## config.mk

```make
export PLATFORM = sky130hd
export DESIGN_NAME = servo_command_to_pwm_registers_flat
export DESIGN_NICKNAME = d
export VERILOG_FILES = /design/src/rtl/core/svpwm_pkg.sv /design/src/rtl/core/svpwm_if.sv /design/src/rtl/core/servo_command_to_pwm_registers.sv /design/src/rtl/core/svpwm_presc.sv /design/src/rtl/core/svpwm_front.sv /design/src/rtl/core/svpwm_fifo.sv /design/src/rtl/core/svpwm_div.sv /design/src/rtl/core/svpwm_back.sv /design/src/flat_wrapper.sv
export SDC_FILE = /design/constraint.sdc
export NUM_CORES = 2
export LEC_CHECK = 0
export ABC_CLOCK_PERIOD_IN_PS = 70500
export BUFFER_PORTS_ARGS = -buffer_cell sky130_fd_sc_hd__buf_2
export CAP_MARGIN = 20
export CORE_MARGIN = 2
export CORE_UTILIZATION = 30
export CTS_CLUSTER_SIZE = 28
export DETAILED_ROUTE_END_ITERATION = 12
export PLACE_DENSITY_LB_ADDON = 0.12
export SLEW_MARGIN = 20
export SYNTH_ARGS = -nofsm -noshare
export SYNTH_HDL_FRONTEND = slang
export SYNTH_HIERARCHICAL = 1
export SYNTH_SLANG_ARGS = --single-unit
```

## constraint.sdc

```tcl
create_clock -name clk -period 70.5 [get_ports clk]
set_input_delay 0 -clock clk [delete_from_list [all_inputs] [get_ports clk]]
set_output_delay 0 -clock clk [all_outputs]
set_load 0.03 [all_outputs]
```

## src/rtl/core/svpwm_pkg.sv

```systemverilog
`default_nettype none

package svpwm_pkg;

  // fixed design constants
  localparam int unsigned CHANNELS        = 16;
  localparam int unsigned TICK_RESOLUTION = 4096;
  localparam int unsigned OSC_HZ          = 25000000;
  localparam int unsigned FREQ_MIN        = 24;
  localparam int unsigned FREQ_MAX        = 1526;
  localparam int unsigned PULSE_LO        = 500;
  localparam int unsigned PULSE_HI        = 2500;
  localparam int unsigned TICK_MAX        = 4095;
  localparam int unsigned ROUND_HALF      = 500000;
  localparam longint unsigned US_PER_S    = 64'd1000000;
  localparam longint unsigned SAT_X       = (64'd1 + TICK_MAX) * US_PER_S;

  // register write constants
  localparam logic [7:0] REG_LED0 = 8'd6;
  localparam logic [7:0] REG_ALL  = 8'hFA;
  localparam logic [7:0] FULL_OFF = 8'h10;

  // field widths
  localparam int CFG_IDX_W = 3;
  localparam int CFG_W     = 17;
  localparam int FREQ_W    = 11;
  localparam int TICK_W    = 12;

  // angle divider: quotient never exceeds the 16 bit pulse span
  localparam int QW    = 16;
  localparam int REM_W = 35;

  // tick conversion: x = us * f * res + half, reciprocal of 1e6 at 2^52
  localparam int XW         = 40;
  localparam int RECIP_SH   = 52;
  localparam longint unsigned RECIP = ((64'd1 << RECIP_SH) + US_PER_S - 64'd1) / US_PER_S;

  // prescaler divider
  localparam int DEN_W = 27;
  localparam int PQW   = 13;
  localparam int DSH_W = DEN_W + PQW - 1;

  localparam int FIFO_DEPTH = 4;

  typedef enum logic [2:0] {
    CMD_ANGLE   = 3'd0,
    CMD_PULSE   = 3'd1,
    CMD_RAW     = 3'd2,
    CMD_DIS_CH  = 3'd3,
    CMD_DIS_ALL = 3'd4,
    CMD_NEUTRAL = 3'd5
  } cmd_t;

  typedef enum logic [1:0] {
    ST_OK             = 2'd0,
    ST_NOT_CONFIGURED = 2'd1,
    ST_BAD_CHANNEL    = 2'd2,
    ST_BAD_ARG        = 2'd3
  } status_t;

  typedef enum logic [2:0] {
    CFG_ENABLED       = 3'd0,
    CFG_PWM_FREQUENCY = 3'd1,
    CFG_ANGLE_MIN     = 3'd2,
    CFG_ANGLE_MAX     = 3'd3,
    CFG_PULSE_MIN     = 3'd4,
    CFG_PULSE_MAX     = 3'd5,
    CFG_PULSE_NEUTRAL = 3'd6
  } cfg_idx_t;

  typedef enum logic [2:0] {
    JOB_FAIL,
    JOB_ANGLE,
    JOB_PULSE,
    JOB_RAW,
    JOB_OFF
  } job_kind_t;

  typedef enum logic [1:0] {
    PS_LOAD,
    PS_INIT,
    PS_RUN,
    PS_DONE
  } ps_state_t;

  typedef struct packed {
    logic                enabled;
    logic [FREQ_W-1:0]   pwm_frequency;
    logic signed [16:0]  angle_min;
    logic signed [16:0]  angle_max;
    logic [15:0]         pulse_min;
    logic [15:0]         pulse_max;
    logic [15:0]         pulse_neutral;
  } cfg_t;

  // classified command handed from front to back
  typedef struct packed {
    job_kind_t          kind;
    status_t            status;
    logic [7:0]         addr;
    logic [15:0]        pulse_req;
    logic [TICK_W-1:0]  on_raw;
    logic [TICK_W-1:0]  off_raw;
    logic [16:0]        angle_off;
  } job_t;

  typedef struct packed {
    logic [1:0] status;
    logic       write_valid;
    logic [7:0] reg_addr;
    logic [7:0] on_low;
    logic [7:0] on_high;
    logic [7:0] off_low;
    logic [7:0] off_high;
    logic [7:0] prescale;
  } out_t;

  function automatic logic [FREQ_W-1:0] freq_sat(input logic [FREQ_W-1:0] f);
    logic [FREQ_W-1:0] r;
    if (f < FREQ_W'(FREQ_MIN)) begin
      r = FREQ_W'(FREQ_MIN);
    end else if (f > FREQ_W'(FREQ_MAX)) begin
      r = FREQ_W'(FREQ_MAX);
    end else begin
      r = f;
    end
    return r;
  endfunction

endpackage

`default_nettype wire

```

## src/rtl/core/svpwm_if.sv

```systemverilog
`default_nettype none

// command channel
interface svpwm_in_if;
  logic               valid;
  logic               ready;
  logic [2:0]         cmd;
  logic [7:0]         channel;
  logic signed [16:0] angle;
  logic [15:0]        pulse_width;
  logic [15:0]        on_count;
  logic [15:0]        off_count;

  modport source (output valid, cmd, channel, angle, pulse_width, on_count, off_count,
                  input ready);
  modport sink (input valid, cmd, channel, angle, pulse_width, on_count, off_count,
                output ready);
endinterface

// register write channel
interface svpwm_out_if;
  logic       valid;
  logic       ready;
  logic [1:0] status;
  logic       write_valid;
  logic [7:0] reg_addr;
  logic [7:0] on_low;
  logic [7:0] on_high;
  logic [7:0] off_low;
  logic [7:0] off_high;
  logic [7:0] prescale;

  modport source (output valid, status, write_valid, reg_addr, on_low, on_high, off_low,
                  off_high, prescale, input ready);
  modport sink (input valid, status, write_valid, reg_addr, on_low, on_high, off_low,
                off_high, prescale, output ready);
endinterface

`default_nettype wire

```

## src/rtl/core/servo_command_to_pwm_registers.sv

```systemverilog
// channel | dir | handshake     | payload
// in_ch   | in  | valid/ready   | cmd, channel, angle, pulse_width, on_count, off_count
// out_ch  | out | valid/ready   | status, write_valid, reg_addr, on/off bytes, prescale
// cfg_*   | in  | write enable  | cfg_index, cfg_wdata
//
// one transaction per cycle sustained while out_ch.ready stays high and the prescaler is
// ready; the back pipeline holds the 16 stage angle divider and the tick conversion stages
// rst_n is synchronous; after reset and after every pwm_frequency write the prescaler
// divider runs through its load, init and run states, during which in_ch.ready is low
// a stalled output holds the whole back pipeline; the 4 entry queue takes input until full

`default_nettype none

module servo_command_to_pwm_registers (
  input  wire logic                              clk,
  input  wire logic                              rst_n,
  input  wire logic                              cfg_we,
  input  wire logic [svpwm_pkg::CFG_IDX_W-1:0]   cfg_index,
  input  wire logic [svpwm_pkg::CFG_W-1:0]       cfg_wdata,
  svpwm_in_if.sink                               in_ch,
  svpwm_out_if.source                            out_ch
);

  svpwm_pkg::cfg_t cfg_r, cfg_nxt;
  logic            freq_write;
  logic            presc_ready;
  logic [7:0]      prescale;
  logic            push, pop, fifo_full, fifo_empty;
  svpwm_pkg::job_t push_job, pop_job;

  // configuration registers
  always_comb begin
    cfg_nxt = cfg_r;
    if (cfg_we) begin
      case (cfg_index)
        svpwm_pkg::CFG_ENABLED:       cfg_nxt.enabled       = cfg_wdata[0];
        svpwm_pkg::CFG_PWM_FREQUENCY: cfg_nxt.pwm_frequency = cfg_wdata[svpwm_pkg::FREQ_W-1:0];
        svpwm_pkg::CFG_ANGLE_MIN:     cfg_nxt.angle_min     = cfg_wdata;
        svpwm_pkg::CFG_ANGLE_MAX:     cfg_nxt.angle_max     = cfg_wdata;
        svpwm_pkg::CFG_PULSE_MIN:     cfg_nxt.pulse_min     = cfg_wdata[15:0];
        svpwm_pkg::CFG_PULSE_MAX:     cfg_nxt.pulse_max     = cfg_wdata[15:0];
        svpwm_pkg::CFG_PULSE_NEUTRAL: cfg_nxt.pulse_neutral = cfg_wdata[15:0];
        default: cfg_nxt = cfg_r;
      endcase
    end
  end

  always_ff @(posedge clk) begin
    if (!rst_n) begin
      cfg_r.enabled       <= 1'b0;
      cfg_r.pwm_frequency <= 11'd50;
      cfg_r.angle_min     <= 17'sd0;
      cfg_r.angle_max     <= 17'sd18000;
      cfg_r.pulse_min     <= 16'd500;
      cfg_r.pulse_max     <= 16'd2500;
      cfg_r.pulse_neutral <= 16'd1500;
    end else begin
      cfg_r <= cfg_nxt;
    end
  end

  assign freq_write = cfg_we && (cfg_index == svpwm_pkg::CFG_PWM_FREQUENCY);

  svpwm_presc u_presc (
    .clk      (clk),
    .rst_n    (rst_n),
    .restart  (freq_write),
    .freq     (cfg_r.pwm_frequency),
    .ready    (presc_ready),
    .prescale (prescale)
  );

  svpwm_front u_front (
    .clk         (clk),
    .rst_n       (rst_n),
    .cfg         (cfg_r),
    .presc_ready (presc_ready),
    .fifo_full   (fifo_full),
    .in_ch       (in_ch),
    .push        (push),
    .job         (push_job)
  );

  svpwm_fifo u_fifo (
    .clk      (clk),
    .rst_n    (rst_n),
    .push     (push),
    .push_job (push_job),
    .pop      (pop),
    .pop_job  (pop_job),
    .full     (fifo_full),
    .empty    (fifo_empty)
  );

  svpwm_back u_back (
    .clk        (clk),
    .rst_n      (rst_n),
    .cfg        (cfg_r),
    .prescale   (prescale),
    .fifo_empty (fifo_empty),
    .fifo_job   (pop_job),
    .fifo_pop   (pop),
    .out_ch     (out_ch)
  );

endmodule

`default_nettype wire

```

## src/rtl/core/svpwm_presc.sv

```systemverilog
`default_nettype none

module svpwm_presc (
  input  wire logic                            clk,
  input  wire logic                            rst_n,
  input  wire logic                            restart,
  input  wire logic [svpwm_pkg::FREQ_W-1:0]    freq,
  output logic                                 ready,
  output logic [7:0]                           prescale
);

  localparam int DEN_W = svpwm_pkg::DEN_W;
  localparam int DSH_W = svpwm_pkg::DSH_W;
  localparam int PQW   = svpwm_pkg::PQW;
  localparam int CW    = $clog2(PQW);

  svpwm_pkg::ps_state_t state_r, state_nxt;

  logic             load_en, init_en, run_en;
  logic [DEN_W-1:0] den_r;
  logic [DEN_W-1:0] rem_r, rem_nxt;
  logic [DSH_W-1:0] dsh_r;
  logic [PQW-1:0]   q_r;
  logic [CW-1:0]    cnt_r;
  logic             ge;

  // next state
  always_comb begin
    state_nxt = state_r;
    case (state_r)
      svpwm_pkg::PS_LOAD: state_nxt = svpwm_pkg::PS_INIT;
      svpwm_pkg::PS_INIT: state_nxt = svpwm_pkg::PS_RUN;
      svpwm_pkg::PS_RUN: begin
        if (cnt_r == CW'(PQW - 1)) begin
          state_nxt = svpwm_pkg::PS_DONE;
        end
      end
      svpwm_pkg::PS_DONE: state_nxt = svpwm_pkg::PS_DONE;
      default: state_nxt = svpwm_pkg::PS_LOAD;
    endcase
    if (restart) begin
      state_nxt = svpwm_pkg::PS_LOAD;
    end
  end

  // state outputs
  always_comb begin
    load_en = 1'b0;
    init_en = 1'b0;
    run_en  = 1'b0;
    ready   = 1'b0;
    case (state_r)
      svpwm_pkg::PS_LOAD: load_en = 1'b1;
      svpwm_pkg::PS_INIT: init_en = 1'b1;
      svpwm_pkg::PS_RUN:  run_en  = 1'b1;
      svpwm_pkg::PS_DONE: ready   = 1'b1;
      default: ready = 1'b0;
    endcase
  end

  always_ff @(posedge clk) begin
    if (!rst_n) begin
      state_r <= svpwm_pkg::PS_LOAD;
    end else begin
      state_r <= state_nxt;
    end
  end

  // restoring division of osc + den/2 by den, one quotient bit a cycle
  assign ge      = DSH_W'(rem_r) >= dsh_r;
  assign rem_nxt = ge ? rem_r - DEN_W'(dsh_r) : rem_r;

  always_ff @(posedge clk) begin
    if (load_en) begin
      den_r <= DEN_W'(svpwm_pkg::TICK_RESOLUTION) * DEN_W'(svpwm_pkg::freq_sat(freq));
    end
    if (init_en) begin
      rem_r <= DEN_W'(svpwm_pkg::OSC_HZ) + (den_r >> 1);
      dsh_r <= DSH_W'(den_r) << (PQW - 1);
      q_r   <= '0;
      cnt_r <= '0;
    end
    if (run_en) begin
      rem_r <= rem_nxt;
      dsh_r <= dsh_r >> 1;
      q_r   <= {q_r[PQW-2:0], ge};
      cnt_r <= cnt_r + CW'(1);
    end
  end

  // quotient minus one, saturated to a byte
  always_comb begin
    if (q_r == '0) begin
      prescale = 8'd0;
    end else if (q_r > PQW'(256)) begin
      prescale = 8'd255;
    end else begin
      prescale = 8'(q_r - PQW'(1));
    end
  end

  a_run_count: assert property (@(posedge clk) disable iff (!rst_n)
    state_r == svpwm_pkg::PS_RUN |-> cnt_r < CW'(PQW))
    else $error("prescaler divider ran past its last quotient bit");

endmodule

`default_nettype wire

```

## src/rtl/core/svpwm_front.sv

```systemverilog
`default_nettype none

module svpwm_front (
  input  wire logic            clk,
  input  wire logic            rst_n,
  input  wire svpwm_pkg::cfg_t cfg,
  input  wire logic            presc_ready,
  input  wire logic            fifo_full,
  svpwm_in_if.sink             in_ch,
  output logic                 push,
  output svpwm_pkg::job_t      job
);

  logic               chan_ok, range_ok, raw_ok;
  logic signed [16:0] ang_clamp;
  logic signed [17:0] ang_diff;

  assign in_ch.ready = !fifo_full && presc_ready;
  assign push        = in_ch.valid && in_ch.ready;

  // argument checks
  assign chan_ok  = in_ch.channel < 8'(svpwm_pkg::CHANNELS);
  assign range_ok = ($signed(cfg.angle_max) > $signed(cfg.angle_min)) &&
                    (cfg.pulse_max > cfg.pulse_min);
  assign raw_ok   = (in_ch.on_count <= 16'(svpwm_pkg::TICK_MAX)) &&
                    (in_ch.off_count <= 16'(svpwm_pkg::TICK_MAX));

  // clamp angle into the servo range and take its offset from the low end
  always_comb begin
    if ($signed(in_ch.angle) < $signed(cfg.angle_min)) begin
      ang_clamp = cfg.angle_min;
    end else if ($signed(in_ch.angle) > $signed(cfg.angle_max)) begin
      ang_clamp = cfg.angle_max;
    end else begin
      ang_clamp = in_ch.angle;
    end
    ang_diff = {ang_clamp[16], ang_clamp} - {cfg.angle_min[16], cfg.angle_min};
  end

  // classify the transaction
  always_comb begin
    job           = '0;
    job.kind      = svpwm_pkg::JOB_FAIL;
    job.status    = svpwm_pkg::ST_OK;
    job.addr      = svpwm_pkg::REG_LED0 + {in_ch.channel[5:0], 2'b00};
    job.pulse_req = in_ch.pulse_width;
    job.on_raw    = in_ch.on_count[svpwm_pkg::TICK_W-1:0];
    job.off_raw   = in_ch.off_count[svpwm_pkg::TICK_W-1:0];
    job.angle_off = ang_diff[16:0];
    if (!cfg.enabled) begin
      job.status = svpwm_pkg::ST_NOT_CONFIGURED;
    end else if (in_ch.cmd > svpwm_pkg::CMD_NEUTRAL) begin
      job.status = svpwm_pkg::ST_BAD_ARG;
    end else if (in_ch.cmd != svpwm_pkg::CMD_DIS_ALL && !chan_ok) begin
      job.status = svpwm_pkg::ST_BAD_CHANNEL;
    end else begin
      case (in_ch.cmd)
        svpwm_pkg::CMD_ANGLE: begin
          if (range_ok) begin
            job.kind = svpwm_pkg::JOB_ANGLE;
          end else begin
            job.status = svpwm_pkg::ST_BAD_ARG;
          end
        end
        svpwm_pkg::CMD_PULSE: job.kind = svpwm_pkg::JOB_PULSE;
        svpwm_pkg::CMD_RAW: begin
          if (raw_ok) begin
            job.kind = svpwm_pkg::JOB_RAW;
          end else begin
            job.status = svpwm_pkg::ST_BAD_ARG;
          end
        end
        svpwm_pkg::CMD_DIS_CH: job.kind = svpwm_pkg::JOB_OFF;
        svpwm_pkg::CMD_DIS_ALL: begin
          job.kind = svpwm_pkg::JOB_OFF;
          job.addr = svpwm_pkg::REG_ALL;
        end
        svpwm_pkg::CMD_NEUTRAL: begin
          job.kind      = svpwm_pkg::JOB_PULSE;
          job.pulse_req = cfg.pulse_neutral;
        end
        default: job.status = svpwm_pkg::ST_BAD_ARG;
      endcase
    end
  end

  a_push_room: assert property (@(posedge clk) disable iff (!rst_n)
    push |-> !fifo_full && presc_ready)
    else $error("transaction taken while queue full or prescaler busy");

endmodule

`default_nettype wire

```

## src/rtl/core/svpwm_fifo.sv

```systemverilog
`default_nettype none

module svpwm_fifo (
  input  wire logic            clk,
  input  wire logic            rst_n,
  input  wire logic            push,
  input  wire svpwm_pkg::job_t push_job,
  input  wire logic            pop,
  output svpwm_pkg::job_t      pop_job,
  output logic                 full,
  output logic                 empty
);

  localparam int DEPTH = svpwm_pkg::FIFO_DEPTH;
  localparam int AW    = $clog2(DEPTH);

  svpwm_pkg::job_t mem_r [DEPTH];
  logic [AW-1:0]   wr_ptr_r, rd_ptr_r;
  logic [AW:0]     count_r;

  assign full    = count_r == (AW+1)'(DEPTH);
  assign empty   = count_r == '0;
  assign pop_job = mem_r[rd_ptr_r];

  // pointers and fill count
  always_ff @(posedge clk) begin
    if (!rst_n) begin
      wr_ptr_r <= '0;
      rd_ptr_r <= '0;
      count_r  <= '0;
    end else begin
      if (push) begin
        wr_ptr_r <= wr_ptr_r + AW'(1);
      end
      if (pop) begin
        rd_ptr_r <= rd_ptr_r + AW'(1);
      end
      if (push && !pop) begin
        count_r <= count_r + (AW+1)'(1);
      end else if (pop && !push) begin
        count_r <= count_r - (AW+1)'(1);
      end
    end
  end

  // storage
  always_ff @(posedge clk) begin
    if (push) begin
      mem_r[wr_ptr_r] <= push_job;
    end
  end

  a_no_overflow: assert property (@(posedge clk) disable iff (!rst_n)
    full && !pop |-> !push)
    else $error("queue written while full");

  a_no_underflow: assert property (@(posedge clk) disable iff (!rst_n)
    empty |-> !pop)
    else $error("queue read while empty");

endmodule

`default_nettype wire

```

## src/rtl/core/svpwm_div.sv

```systemverilog
`default_nettype none

module svpwm_div (
  input  wire logic                           clk,
  input  wire logic                           rst_n,
  input  wire logic                           en,
  input  wire logic                           in_v,
  input  wire logic [svpwm_pkg::REM_W-1:0]    in_rem,
  input  wire svpwm_pkg::job_t                in_job,
  input  wire logic [17:0]                    d2,
  output logic                                out_v,
  output svpwm_pkg::job_t                     out_job,
  output logic [svpwm_pkg::QW-1:0]            out_q
);

  localparam int QW    = svpwm_pkg::QW;
  localparam int REM_W = svpwm_pkg::REM_W;

  logic [REM_W-1:0] rem_r [QW];
  logic [QW-1:0]    q_r   [QW];
  svpwm_pkg::job_t  job_r [QW];
  logic [QW-1:0]    v_r;

  // one restoring step per stage, most significant quotient bit first
  for (genvar i = 0; i < QW; i++) begin : g_stage
    localparam int P = (i == 0) ? 0 : i - 1;
    localparam int B = QW - 1 - i;
    logic [REM_W-1:0] rem_in, dsh;
    logic [QW-1:0]    q_in;
    svpwm_pkg::job_t  job_in;
    logic             v_in, ge;

    assign rem_in = (i == 0) ? in_rem : rem_r[P];
    assign q_in   = (i == 0) ? '0 : q_r[P];
    assign job_in = (i == 0) ? in_job : job_r[P];
    assign v_in   = (i == 0) ? in_v : v_r[P];
    assign dsh    = REM_W'(d2) << B;
    assign ge     = rem_in >= dsh;

    always_ff @(posedge clk) begin
      if (!rst_n) begin
        v_r[i] <= 1'b0;
      end else if (en) begin
        v_r[i] <= v_in;
      end
    end

    always_ff @(posedge clk) begin
      if (en) begin
        rem_r[i] <= ge ? rem_in - dsh : rem_in;
        q_r[i]   <= {q_in[QW-2:0], ge};
        job_r[i] <= job_in;
      end
    end
  end

  assign out_v   = v_r[QW-1];
  assign out_job = job_r[QW-1];
  assign out_q   = q_r[QW-1];

endmodule

`default_nettype wire

```

## src/rtl/core/svpwm_back.sv

```systemverilog
`default_nettype none

module svpwm_back (
  input  wire logic            clk,
  input  wire logic            rst_n,
  input  wire svpwm_pkg::cfg_t cfg,
  input  wire logic [7:0]      prescale,
  input  wire logic            fifo_empty,
  input  wire svpwm_pkg::job_t fifo_job,
  output logic                 fifo_pop,
  svpwm_out_if.source          out_ch
);

  localparam int QW     = svpwm_pkg::QW;
  localparam int REM_W  = svpwm_pkg::REM_W;
  localparam int XW     = svpwm_pkg::XW;
  localparam int TICK_W = svpwm_pkg::TICK_W;
  localparam int FW     = svpwm_pkg::FREQ_W;
  localparam int PW     = TICK_W + FW;
  localparam int MW     = 65;

  logic adv;

  logic [15:0]       prange;
  logic [17:0]       den_full;
  logic [17:0]       d2;
  logic [FW-1:0]     fsat;

  logic              s0_v_r;
  svpwm_pkg::job_t   s0_job_r;
  logic [32:0]       s0_num_r;

  logic              s1_v_r;
  svpwm_pkg::job_t   s1_job_r;
  logic [REM_W-1:0]  s1_rem_r;

  logic              dv_v;
  svpwm_pkg::job_t   dv_job;
  logic [QW-1:0]     dv_q;

  logic              sp_v_r;
  svpwm_pkg::job_t   sp_job_r;
  logic [TICK_W-1:0] sp_us_r, sp_us_nxt;

  logic              t1_v_r;
  svpwm_pkg::job_t   t1_job_r;
  logic [PW-1:0]     t1_p_r;

  logic              t2_v_r;
  svpwm_pkg::job_t   t2_job_r;
  logic [XW-1:0]     t2_x_r, t2_x_nxt;
  logic              t2_sat_r;

  logic              t3_v_r;
  svpwm_pkg::job_t   t3_job_r;
  logic [TICK_W-1:0] t3_tick_r, t3_tick_nxt;
  logic [MW-1:0]     prod;

  logic              out_v_r;
  svpwm_pkg::out_t   out_r, out_nxt;

  // whole pipeline moves when the output register can take a result
  assign adv      = !out_v_r || out_ch.ready;
  assign fifo_pop = adv && !fifo_empty;

  // user keeps config stable while transactions are in flight; unchecked
  assign prange   = cfg.pulse_max - cfg.pulse_min;
  assign den_full = {cfg.angle_max[16], cfg.angle_max} - {cfg.angle_min[16], cfg.angle_min};
  assign d2       = {den_full[16:0], 1'b0};
  assign fsat     = svpwm_pkg::freq_sat(cfg.pwm_frequency);

  // valid bits
  always_ff @(posedge clk) begin
    if (!rst_n) begin
      s0_v_r  <= 1'b0;
      s1_v_r  <= 1'b0;
      sp_v_r  <= 1'b0;
      t1_v_r  <= 1'b0;
      t2_v_r  <= 1'b0;
      t3_v_r  <= 1'b0;
      out_v_r <= 1'b0;
    end else if (adv) begin
      s0_v_r  <= fifo_pop;
      s1_v_r  <= s0_v_r;
      sp_v_r  <= dv_v;
      t1_v_r  <= sp_v_r;
      t2_v_r  <= t1_v_r;
      t3_v_r  <= t2_v_r;
      out_v_r <= t3_v_r;
    end
  end

  // angle offset times pulse span, then rounding numerator 2*num + den
  always_ff @(posedge clk) begin
    if (adv) begin
      s0_job_r <= fifo_job;
      s0_num_r <= 33'(fifo_job.angle_off) * 33'(prange);
      s1_job_r <= s0_job_r;
      s1_rem_r <= {1'b0, s0_num_r, 1'b0} + REM_W'(den_full[16:0]);
    end
  end

  svpwm_div u_div (
    .clk     (clk),
    .rst_n   (rst_n),
    .en      (adv),
    .in_v    (s1_v_r),
    .in_rem  (s1_rem_r),
    .in_job  (s1_job_r),
    .d2      (d2),
    .out_v   (dv_v),
    .out_job (dv_job),
    .out_q   (dv_q)
  );

  // pick the pulse and clamp it to the fixed PULSE_LO to PULSE_HI limits
  always_comb begin
    logic [16:0] us;
    if (dv_job.kind == svpwm_pkg::JOB_ANGLE) begin
      us = {1'b0, cfg.pulse_min} + {1'b0, dv_q};
    end else begin
      us = {1'b0, dv_job.pulse_req};
    end
    if (us < 17'(svpwm_pkg::PULSE_LO)) begin
      sp_us_nxt = TICK_W'(svpwm_pkg::PULSE_LO);
    end else if (us > 17'(svpwm_pkg::PULSE_HI)) begin
      sp_us_nxt = TICK_W'(svpwm_pkg::PULSE_HI);
    end else begin
      sp_us_nxt = us[TICK_W-1:0];
    end
  end

  // ticks = round(us * f * res / 1e6) through a reciprocal multiply
  assign t2_x_nxt = XW'(t1_p_r) * XW'(svpwm_pkg::TICK_RESOLUTION) +
                    XW'(svpwm_pkg::ROUND_HALF);
  assign prod     = MW'(t2_x_r[31:0]) * MW'(svpwm_pkg::RECIP);
  assign t3_tick_nxt = t2_sat_r ? TICK_W'(svpwm_pkg::TICK_MAX) :
                       prod[svpwm_pkg::RECIP_SH +: TICK_W];

  always_ff @(posedge clk) begin
    if (adv) begin
      sp_job_r  <= dv_job;
      sp_us_r   <= sp_us_nxt;
      t1_job_r  <= sp_job_r;
      t1_p_r    <= PW'(sp_us_r) * PW'(fsat);
      t2_job_r  <= t1_job_r;
      t2_x_r    <= t2_x_nxt;
      t2_sat_r  <= t2_x_nxt >= XW'(svpwm_pkg::SAT_X);
      t3_job_r  <= t2_job_r;
      t3_tick_r <= t3_tick_nxt;
      out_r     <= out_nxt;
    end
  end

  // assemble the register write
  always_comb begin
    logic [TICK_W-1:0] on_t, off_t;
    logic [7:0]        hi_extra;
    on_t     = '0;
    off_t    = '0;
    hi_extra = 8'd0;
    out_nxt          = '0;
    out_nxt.status   = t3_job_r.status;
    out_nxt.prescale = prescale;
    if (t3_job_r.status == svpwm_pkg::ST_OK) begin
      case (t3_job_r.kind)
        svpwm_pkg::JOB_RAW: begin
          on_t  = t3_job_r.on_raw;
          off_t = t3_job_r.off_raw;
        end
        svpwm_pkg::JOB_OFF: hi_extra = svpwm_pkg::FULL_OFF;
        default: off_t = t3_tick_r;
      endcase
      out_nxt.write_valid = 1'b1;
      out_nxt.reg_addr    = t3_job_r.addr;
      out_nxt.on_low      = on_t[7:0];
      out_nxt.on_high     = {4'd0, on_t[TICK_W-1:8]};
      out_nxt.off_low     = off_t[7:0];
      out_nxt.off_high    = {4'd0, off_t[TICK_W-1:8]} | hi_extra;
    end
  end

  assign out_ch.valid       = out_v_r;
  assign out_ch.status      = out_r.status;
  assign out_ch.write_valid = out_r.write_valid;
  assign out_ch.reg_addr    = out_r.reg_addr;
  assign out_ch.on_low      = out_r.on_low;
  assign out_ch.on_high     = out_r.on_high;
  assign out_ch.off_low     = out_r.off_low;
  assign out_ch.off_high    = out_r.off_high;
  assign out_ch.prescale    = out_r.prescale;

  a_fail_no_write: assert property (@(posedge clk) disable iff (!rst_n)
    out_v_r && out_r.status != svpwm_pkg::ST_OK |->
      !out_r.write_valid && out_r.reg_addr == 8'd0 && out_r.off_high == 8'd0)
    else $error("failed transaction carries a register write");

  a_stall_holds: assert property (@(posedge clk) disable iff (!rst_n)
    !adv |=> $stable(t3_v_r) && $stable(out_r))
    else $error("pipeline moved while the output was stalled");

endmodule

`default_nettype wire

```

## src/flat_wrapper.sv

```systemverilog
// flat-port wrapper written by rule: the top's interface ports become plain ports
module servo_command_to_pwm_registers_flat 
  (clk, rst_n, cfg_we, cfg_index, cfg_wdata, in_ch_valid, in_ch_cmd, in_ch_channel, in_ch_angle, in_ch_pulse_width, in_ch_on_count, in_ch_off_count, in_ch_ready, out_ch_valid, out_ch_status, out_ch_write_valid, out_ch_reg_addr, out_ch_on_low, out_ch_on_high, out_ch_off_low, out_ch_off_high, out_ch_prescale, out_ch_ready);
  svpwm_in_if in_ch_i ();
  svpwm_out_if out_ch_i ();
  input  wire logic clk;
  input  wire logic rst_n;
  input  wire logic cfg_we;
  input  wire logic [svpwm_pkg::CFG_IDX_W-1:0] cfg_index;
  input  wire logic [svpwm_pkg::CFG_W-1:0] cfg_wdata;
  input wire logic [$bits(in_ch_i.valid)-1:0] in_ch_valid;
  input wire logic [$bits(in_ch_i.cmd)-1:0] in_ch_cmd;
  input wire logic [$bits(in_ch_i.channel)-1:0] in_ch_channel;
  input wire logic [$bits(in_ch_i.angle)-1:0] in_ch_angle;
  input wire logic [$bits(in_ch_i.pulse_width)-1:0] in_ch_pulse_width;
  input wire logic [$bits(in_ch_i.on_count)-1:0] in_ch_on_count;
  input wire logic [$bits(in_ch_i.off_count)-1:0] in_ch_off_count;
  output wire logic [$bits(in_ch_i.ready)-1:0] in_ch_ready;
  output wire logic [$bits(out_ch_i.valid)-1:0] out_ch_valid;
  output wire logic [$bits(out_ch_i.status)-1:0] out_ch_status;
  output wire logic [$bits(out_ch_i.write_valid)-1:0] out_ch_write_valid;
  output wire logic [$bits(out_ch_i.reg_addr)-1:0] out_ch_reg_addr;
  output wire logic [$bits(out_ch_i.on_low)-1:0] out_ch_on_low;
  output wire logic [$bits(out_ch_i.on_high)-1:0] out_ch_on_high;
  output wire logic [$bits(out_ch_i.off_low)-1:0] out_ch_off_low;
  output wire logic [$bits(out_ch_i.off_high)-1:0] out_ch_off_high;
  output wire logic [$bits(out_ch_i.prescale)-1:0] out_ch_prescale;
  input wire logic [$bits(out_ch_i.ready)-1:0] out_ch_ready;
  assign in_ch_i.valid = in_ch_valid;
  assign in_ch_i.cmd = in_ch_cmd;
  assign in_ch_i.channel = in_ch_channel;
  assign in_ch_i.angle = in_ch_angle;
  assign in_ch_i.pulse_width = in_ch_pulse_width;
  assign in_ch_i.on_count = in_ch_on_count;
  assign in_ch_i.off_count = in_ch_off_count;
  assign in_ch_ready = in_ch_i.ready;
  assign out_ch_valid = out_ch_i.valid;
  assign out_ch_status = out_ch_i.status;
  assign out_ch_write_valid = out_ch_i.write_valid;
  assign out_ch_reg_addr = out_ch_i.reg_addr;
  assign out_ch_on_low = out_ch_i.on_low;
  assign out_ch_on_high = out_ch_i.on_high;
  assign out_ch_off_low = out_ch_i.off_low;
  assign out_ch_off_high = out_ch_i.off_high;
  assign out_ch_prescale = out_ch_i.prescale;
  assign out_ch_i.ready = out_ch_ready;
  servo_command_to_pwm_registers u_core (.clk(clk), .rst_n(rst_n), .cfg_we(cfg_we), .cfg_index(cfg_index), .cfg_wdata(cfg_wdata), .in_ch(in_ch_i), .out_ch(out_ch_i));
endmodule
```

# ---- Yosys cells after proc, flatten, opt, wreduce, memory -nomap -nowiden
# Memory sizes are Yosys's and may differ from the RTL's. A register that Yosys moved wholly into a read port is not among the register bits.
# Cells that the tools add are included.
dict set report totals {
  regBits 703
  ramBits 2216
  output_inout_bits 53
  wordCells 291
  memories 4
}
# memory words width rd rd_ports_with_merged_regs write_ports line_no
set memory_table {}
lappend memory_table {u_core.u_back.u_div.job_r 16 70 16 0 16 svpwm_div.sv:21} ;# svpwm_pkg::job_t job_r [QW];
lappend memory_table {u_core.u_back.u_div.rem_r 16 35 15 0 16 svpwm_div.sv:19} ;# logic [REM_W-1:0] rem_r [QW];
lappend memory_table {u_core.u_fifo.mem_r 4 70 1 1 1 svpwm_fifo.sv:17} ;# svpwm_pkg::job_t mem_r [DEPTH];
lappend memory_table {u_core.u_back.u_div.q_r 16 16 16 0 16 svpwm_div.sv:20} ;# logic [QW-1:0] q_r [QW];
dict set report classes {
  add_sub_neg 31
  mul 3
  magnitude_cmp 31
  eq_ne 22
  n_mux 69
  n_bitwise 2
  n_reduce_logical 38
}
# operator count
set ops {}
lappend ops {{$mux 35} 17}
lappend ops {{$mux 27} 3}
lappend ops {{$mux 24} 3}
lappend ops {{$mul 32x31->62 const B} 1}
lappend ops {{$mux 17} 3}
lappend ops {{$mux 41} 1}
lappend ops {{$add 35x19->36 const B} 1}
lappend ops {{$ge 36x32->1 const B} 1}
lappend ops {{$mux 12} 3}
lappend ops {{$add 34x17->35} 1}
lappend ops {{$ge 27x35->1} 1}
lappend ops {{$ge 35x18->1} 1}
lappend ops {{$ge 35x19->1} 1}
lappend ops {{$ge 35x20->1} 1}
lappend ops {{$ge 35x21->1} 1}
lappend ops {{$ge 35x22->1} 1}
lappend ops {{$ge 35x23->1} 1}
lappend ops {{$ge 35x24->1} 1}
lappend ops {{$ge 35x25->1} 1}
lappend ops {{$ge 35x26->1} 1}
lappend ops {{$ge 35x27->1} 1}
lappend ops {{$ge 35x28->1} 1}
lappend ops {{$ge 35x29->1} 1}
lappend ops {{$ge 35x30->1} 1}
lappend ops {{78 further kinds} 148}

# ---- Logic depth before layout (Yosys ltp)
dict set report logic_depth {
  word_depth 8
  mapped_depth 34
}

# ---- Modules after synthesis
# Netlist, hierarchy kept.
# module n_inst cells_per_inst area_per_inst_um2 seq_area_each_um2
set modules_own_cells {}
lappend modules_own_cells {svpwm_div 1 4633 73088.8 53801.6}
lappend modules_own_cells {svpwm_back 1 3717 42429.4 14193.6}
lappend modules_own_cells {svpwm_fifo 1 409 10620.2 8588.2}
lappend modules_own_cells {svpwm_presc 1 545 5566.6 2742.6}
lappend modules_own_cells {svpwm_front 1 468 3647.2 0.0}
lappend modules_own_cells {servo_command_to_pwm_registers 1 345 3593.4 1881.8}

# ---- Worst setup path after synthesis
# OpenSTA, ideal clock, no wires.
dict set report synth_timing {
  path_type {reg-to-reg}
  start {register u_core.u_back.out_v_r, in the netlist u_core/u_back/out_ch.valid}
  end {register u_core.u_back.out_r (netlist bit u_core/u_back/out_ch.off_high[0]) (enable)}
  t_arrival_ps 43836
  required_ps 67944
  slack_ps 24108
  stages_incl_launch_ff 4
  n_path_buf 1
  synth_period_minus_slack_ps 46392
  cell_sequence {dfxtp_1 -> nor2b_1 -> clkbuf_1 -> inv_1}
}
dict set report synth_between {
  elab_chain_cells 2
}
# element line_no
set synth_rtl {}
lappend synth_rtl {{start: declaration} svpwm_back.sv:59} ;# logic out_v_r;
lappend synth_rtl {{start signal: assignment} svpwm_back.sv:89} ;# out_v_r <= t3_v_r;
lappend synth_rtl {{$logic_not 1->1} svpwm_back.sv:63} ;# assign adv = !out_v_r || out_ch.ready;
lappend synth_rtl {{$logic_or 1x1->1} svpwm_back.sv:63}
lappend synth_rtl {{via u_core.u_back.adv} svpwm_back.sv:22} ;# logic adv;
lappend synth_rtl {{end signal: assignment} svpwm_back.sv:151} ;# out_r <= out_nxt;
lappend synth_rtl {{end: declaration} svpwm_back.sv:60} ;# svpwm_pkg::out_t out_r, out_nxt;
# The timed path passes the listed nets, and every way through them passes these cells.
# A chain may end at the register's enable or synchronous reset.

# ---- Worst setup path after layout
dict set report layout_timing {
  start {register u_core/cfg_r[32] in the netlist's numbering}
  end {register u_core.u_back.s0_num_r[32] (data pin)}
}
dict set report layout_between {
  elab_chain_cells 2
}
# element line_no
set layout_rtl {}
lappend layout_rtl {{start: declaration} servo_command_to_pwm_registers.sv:24} ;# svpwm_pkg::cfg_t cfg_r, cfg_nxt;
lappend layout_rtl {{start signal: assignment} servo_command_to_pwm_registers.sv:58} ;# cfg_r <= cfg_nxt;
lappend layout_rtl {{$sub 16x16->16} svpwm_back.sv:67} ;# assign prange = cfg.pulse_max - cfg.pulse_min;
lappend layout_rtl {{$mul 17x16->33} svpwm_back.sv:97} ;# s0_num_r <= 33'(fifo_job.angle_off) * 33'(prange);
lappend layout_rtl {{end signal: assignment} svpwm_back.sv:97}
lappend layout_rtl {{end: declaration} svpwm_back.sv:31} ;# logic [32:0] s0_num_r;
# No other way between the ends.

==> flow_summary.yaml <==
floorplanning:
  rows: 241
  die_y_um: 662
  die_w_um: 662
  pin_count: 154
  core_area_sq_mm: 0.431
  start_util: 0.301
  dieArea_sq_mm: 0.438
cells_and_area:
  final_area_sq_mm: 0.148
  area_delta_synth_final_pct: 13.9
  layout.nets: 11800
  drive_above_1_share: 0.0902
timing:
  hold_viol_final: 0
  rsz0062_at_grt: "false"
  fin_crit_sh: 0.127
  max-slew-margin-rel: 0.288
  fin_skew_ns: 0.0736
  clock.fmax_mhz: 112
  finalSetupViolCount: 0
  setup_tns_ns: 0
  layout_min_cycle_time_ns: 8.96
  drv_slew: 0
  max_slew.worst_pin.slew_ns: 1.07
critical_path:
  max_stage_delay_ns: 0.56
  cp.arrival_ns: 9.58
  critPathLaunchType: "flop"
  path_class: "reg2reg"
  worstPathMaxFanout: 17
  cpMaxStageDelayCell: "fa_1"
  path_delay_family: "adder cells"
  cp.buffers_inverters: 5
  crit_top_cell: "fa_1"
  reg2reg_depth: 32
  critPathCaptureType: "flop"
  cp_num_cells: 32
  critPathRequiredTime_ns: 71.12
grt:
  grt.total_usage: 0.149
  antenna_found_initial: 18
  grt_pass1_wl_um: 499000
  grt_overflow: 0
  grt_max_degree: 168
  grt_pass1_vias: 79200
synthesis:
  syn-cell-area_sq_mm: 0.130
  syn_area_per_cell_sq_um: 13.2
  yosysWarnings: 6
  syn_inst: 9811
hold_path:
  worst_hold_path_type: "in2reg"
  hold_depth: 4
clock_network:
  cts.clk_slew.worst_paths_ns: 0.06
  clk_path_buf_depth: 4
  postCtsSetupBuffers: 0
  cts_buffers: 292
  insertion_delay_ns: 0.90
  ctsResizeCount: 0
  clock-sinks: 2441
  h-tree-depth: 5
  cts_tree: "built"
  clockRootBuffer: "clkbuf_16"
place:
  place_area_sq_mm: 0.137
  io_buffers: 146
  dp_hpwl_um: 240000
  gp_congestion: 0.831
status:
  status: "complete, no violations"
detailed_routing:
  via_per_inst: 4.66
  drt_wl_total_um: 327000
  first_pass_iters: 6
  ant_nets: 0
  drt_iter0_markers: 4384
  drc_errors: 0
  vias: 75600
  post_drt_wl_per_cell_um: 20.2
flow_run:
  drv_cap: 0
state kept, by name, indices dropped and copies added (netlist names), 37 cells and up, named ones only:
register / count
u_core/u_back/u_div/job_r: 848
u_core/u_back/u_div/rem_r: 525
u_core/u_fifo/mem_r: 280
u_core/u_back/u_div/q_r: 136
u_core/cfg_r: 94
u_core/u_back/s0_job_r: 53
u_core/u_back/s1_job_r: 53
u_core/u_back/sp_job_r: 37
u_core/u_back/t1_job_r: 37
u_core/u_back/t2_job_r: 37
worst reg2reg max path: cells and delay by family (launching register included):
family                   cells  cell delay [ns]
AND/OR/NAND/NOR              2             0.32
buffers and inverters        5             0.47
adder cells (fa/ha/maj)      9             4.12
AO/OA/AOI/OAI               14             3.08
XOR/XNOR                     2             0.28
flip-flops                   1             0.42
final cells by class:
type	instances	area, sq um
diodes	7	17.5
clock buffers	363	7760
clock inverters	155	1450
fillers	41900	283000
inverters	1034	3890
multi-input cells	6118	52700
flip-flops and latches	2441	72000
well taps	5710	7140
repair buffers	378	2850
per-stage QoR:
stage          setup slack (ns)   util  instances  hold WS (ns)
2_1_floorplan             30.26      -       9833         0.118
4_1_cts                   61.49  0.343      16200       0.00207
5_1_grt                   60.98  0.343      16200        0.0486
3_3_place_gp              61.51  0.319      15600         0.212
6_report                  61.54  0.343      16200        0.0711
3_5_place_dp              61.52  0.319      15600         0.218
worst paths after layout:
path                                           end  slack (ns)                              from
setup / recovery        u_core/u_back/s0_num_r[32]       61.54                  u_core/cfg_r[32]
hold / removal                    u_core/cfg_r[20]        0.07                      cfg_wdata[4]
setup reg to reg        u_core/u_back/s0_num_r[32]       61.54                  u_core/cfg_r[32]
hold reg to reg   u_core/u_back/u_div/job_r[1][96]        0.39  u_core/u_back/u_div/job_r[1][26]
metal layers:
metal  global-route usage  up-vias  part of all wire
met5                    0        -          0.000040
met4               0.0489        2             0.034
met3               0.0155      455             0.030
met2                0.250     1236              0.48
met1                0.201    37800              0.46
li1                     -    36100                 -
cell usage in the layout (no fill, tap or decap), types with 53 or more instances in the layout:
cell / n
nand2b_1: 80
ha_1: 913
clkinv_1: 59
clkbuf_1: 61
nor2_1: 445
and2_1: 162
o21a_1: 65
a21oi_1: 416
xor2_1: 214
mux2i_1: 142
fa_1: 563
a31oi_1: 53
nand3_1: 115
a21o_1: 175
buf_2: 145
o21ai_0: 334
and3_1: 62
clkbuf_16: 300
nor2b_1: 173
nand4_1: 75
inv_1: 1031
dfxtp_1: 126
buf_4: 96
nor3_1: 120
mux2_2: 73
nand2_1: 763
edfxtp_1: 2313
xnor2_1: 327
nor4_1: 74
dlygate4sd3_1: 129
mux4_2: 70
repair_timing:
item,4_1_cts,5_1_grt
hold buffers,129,0
setup endpoints to repair,0,0
hold endpoints to repair,332,0
Power is not shown: default switching activity piles up to over one toggle a cycle in this logic, so the estimate is an artifact.
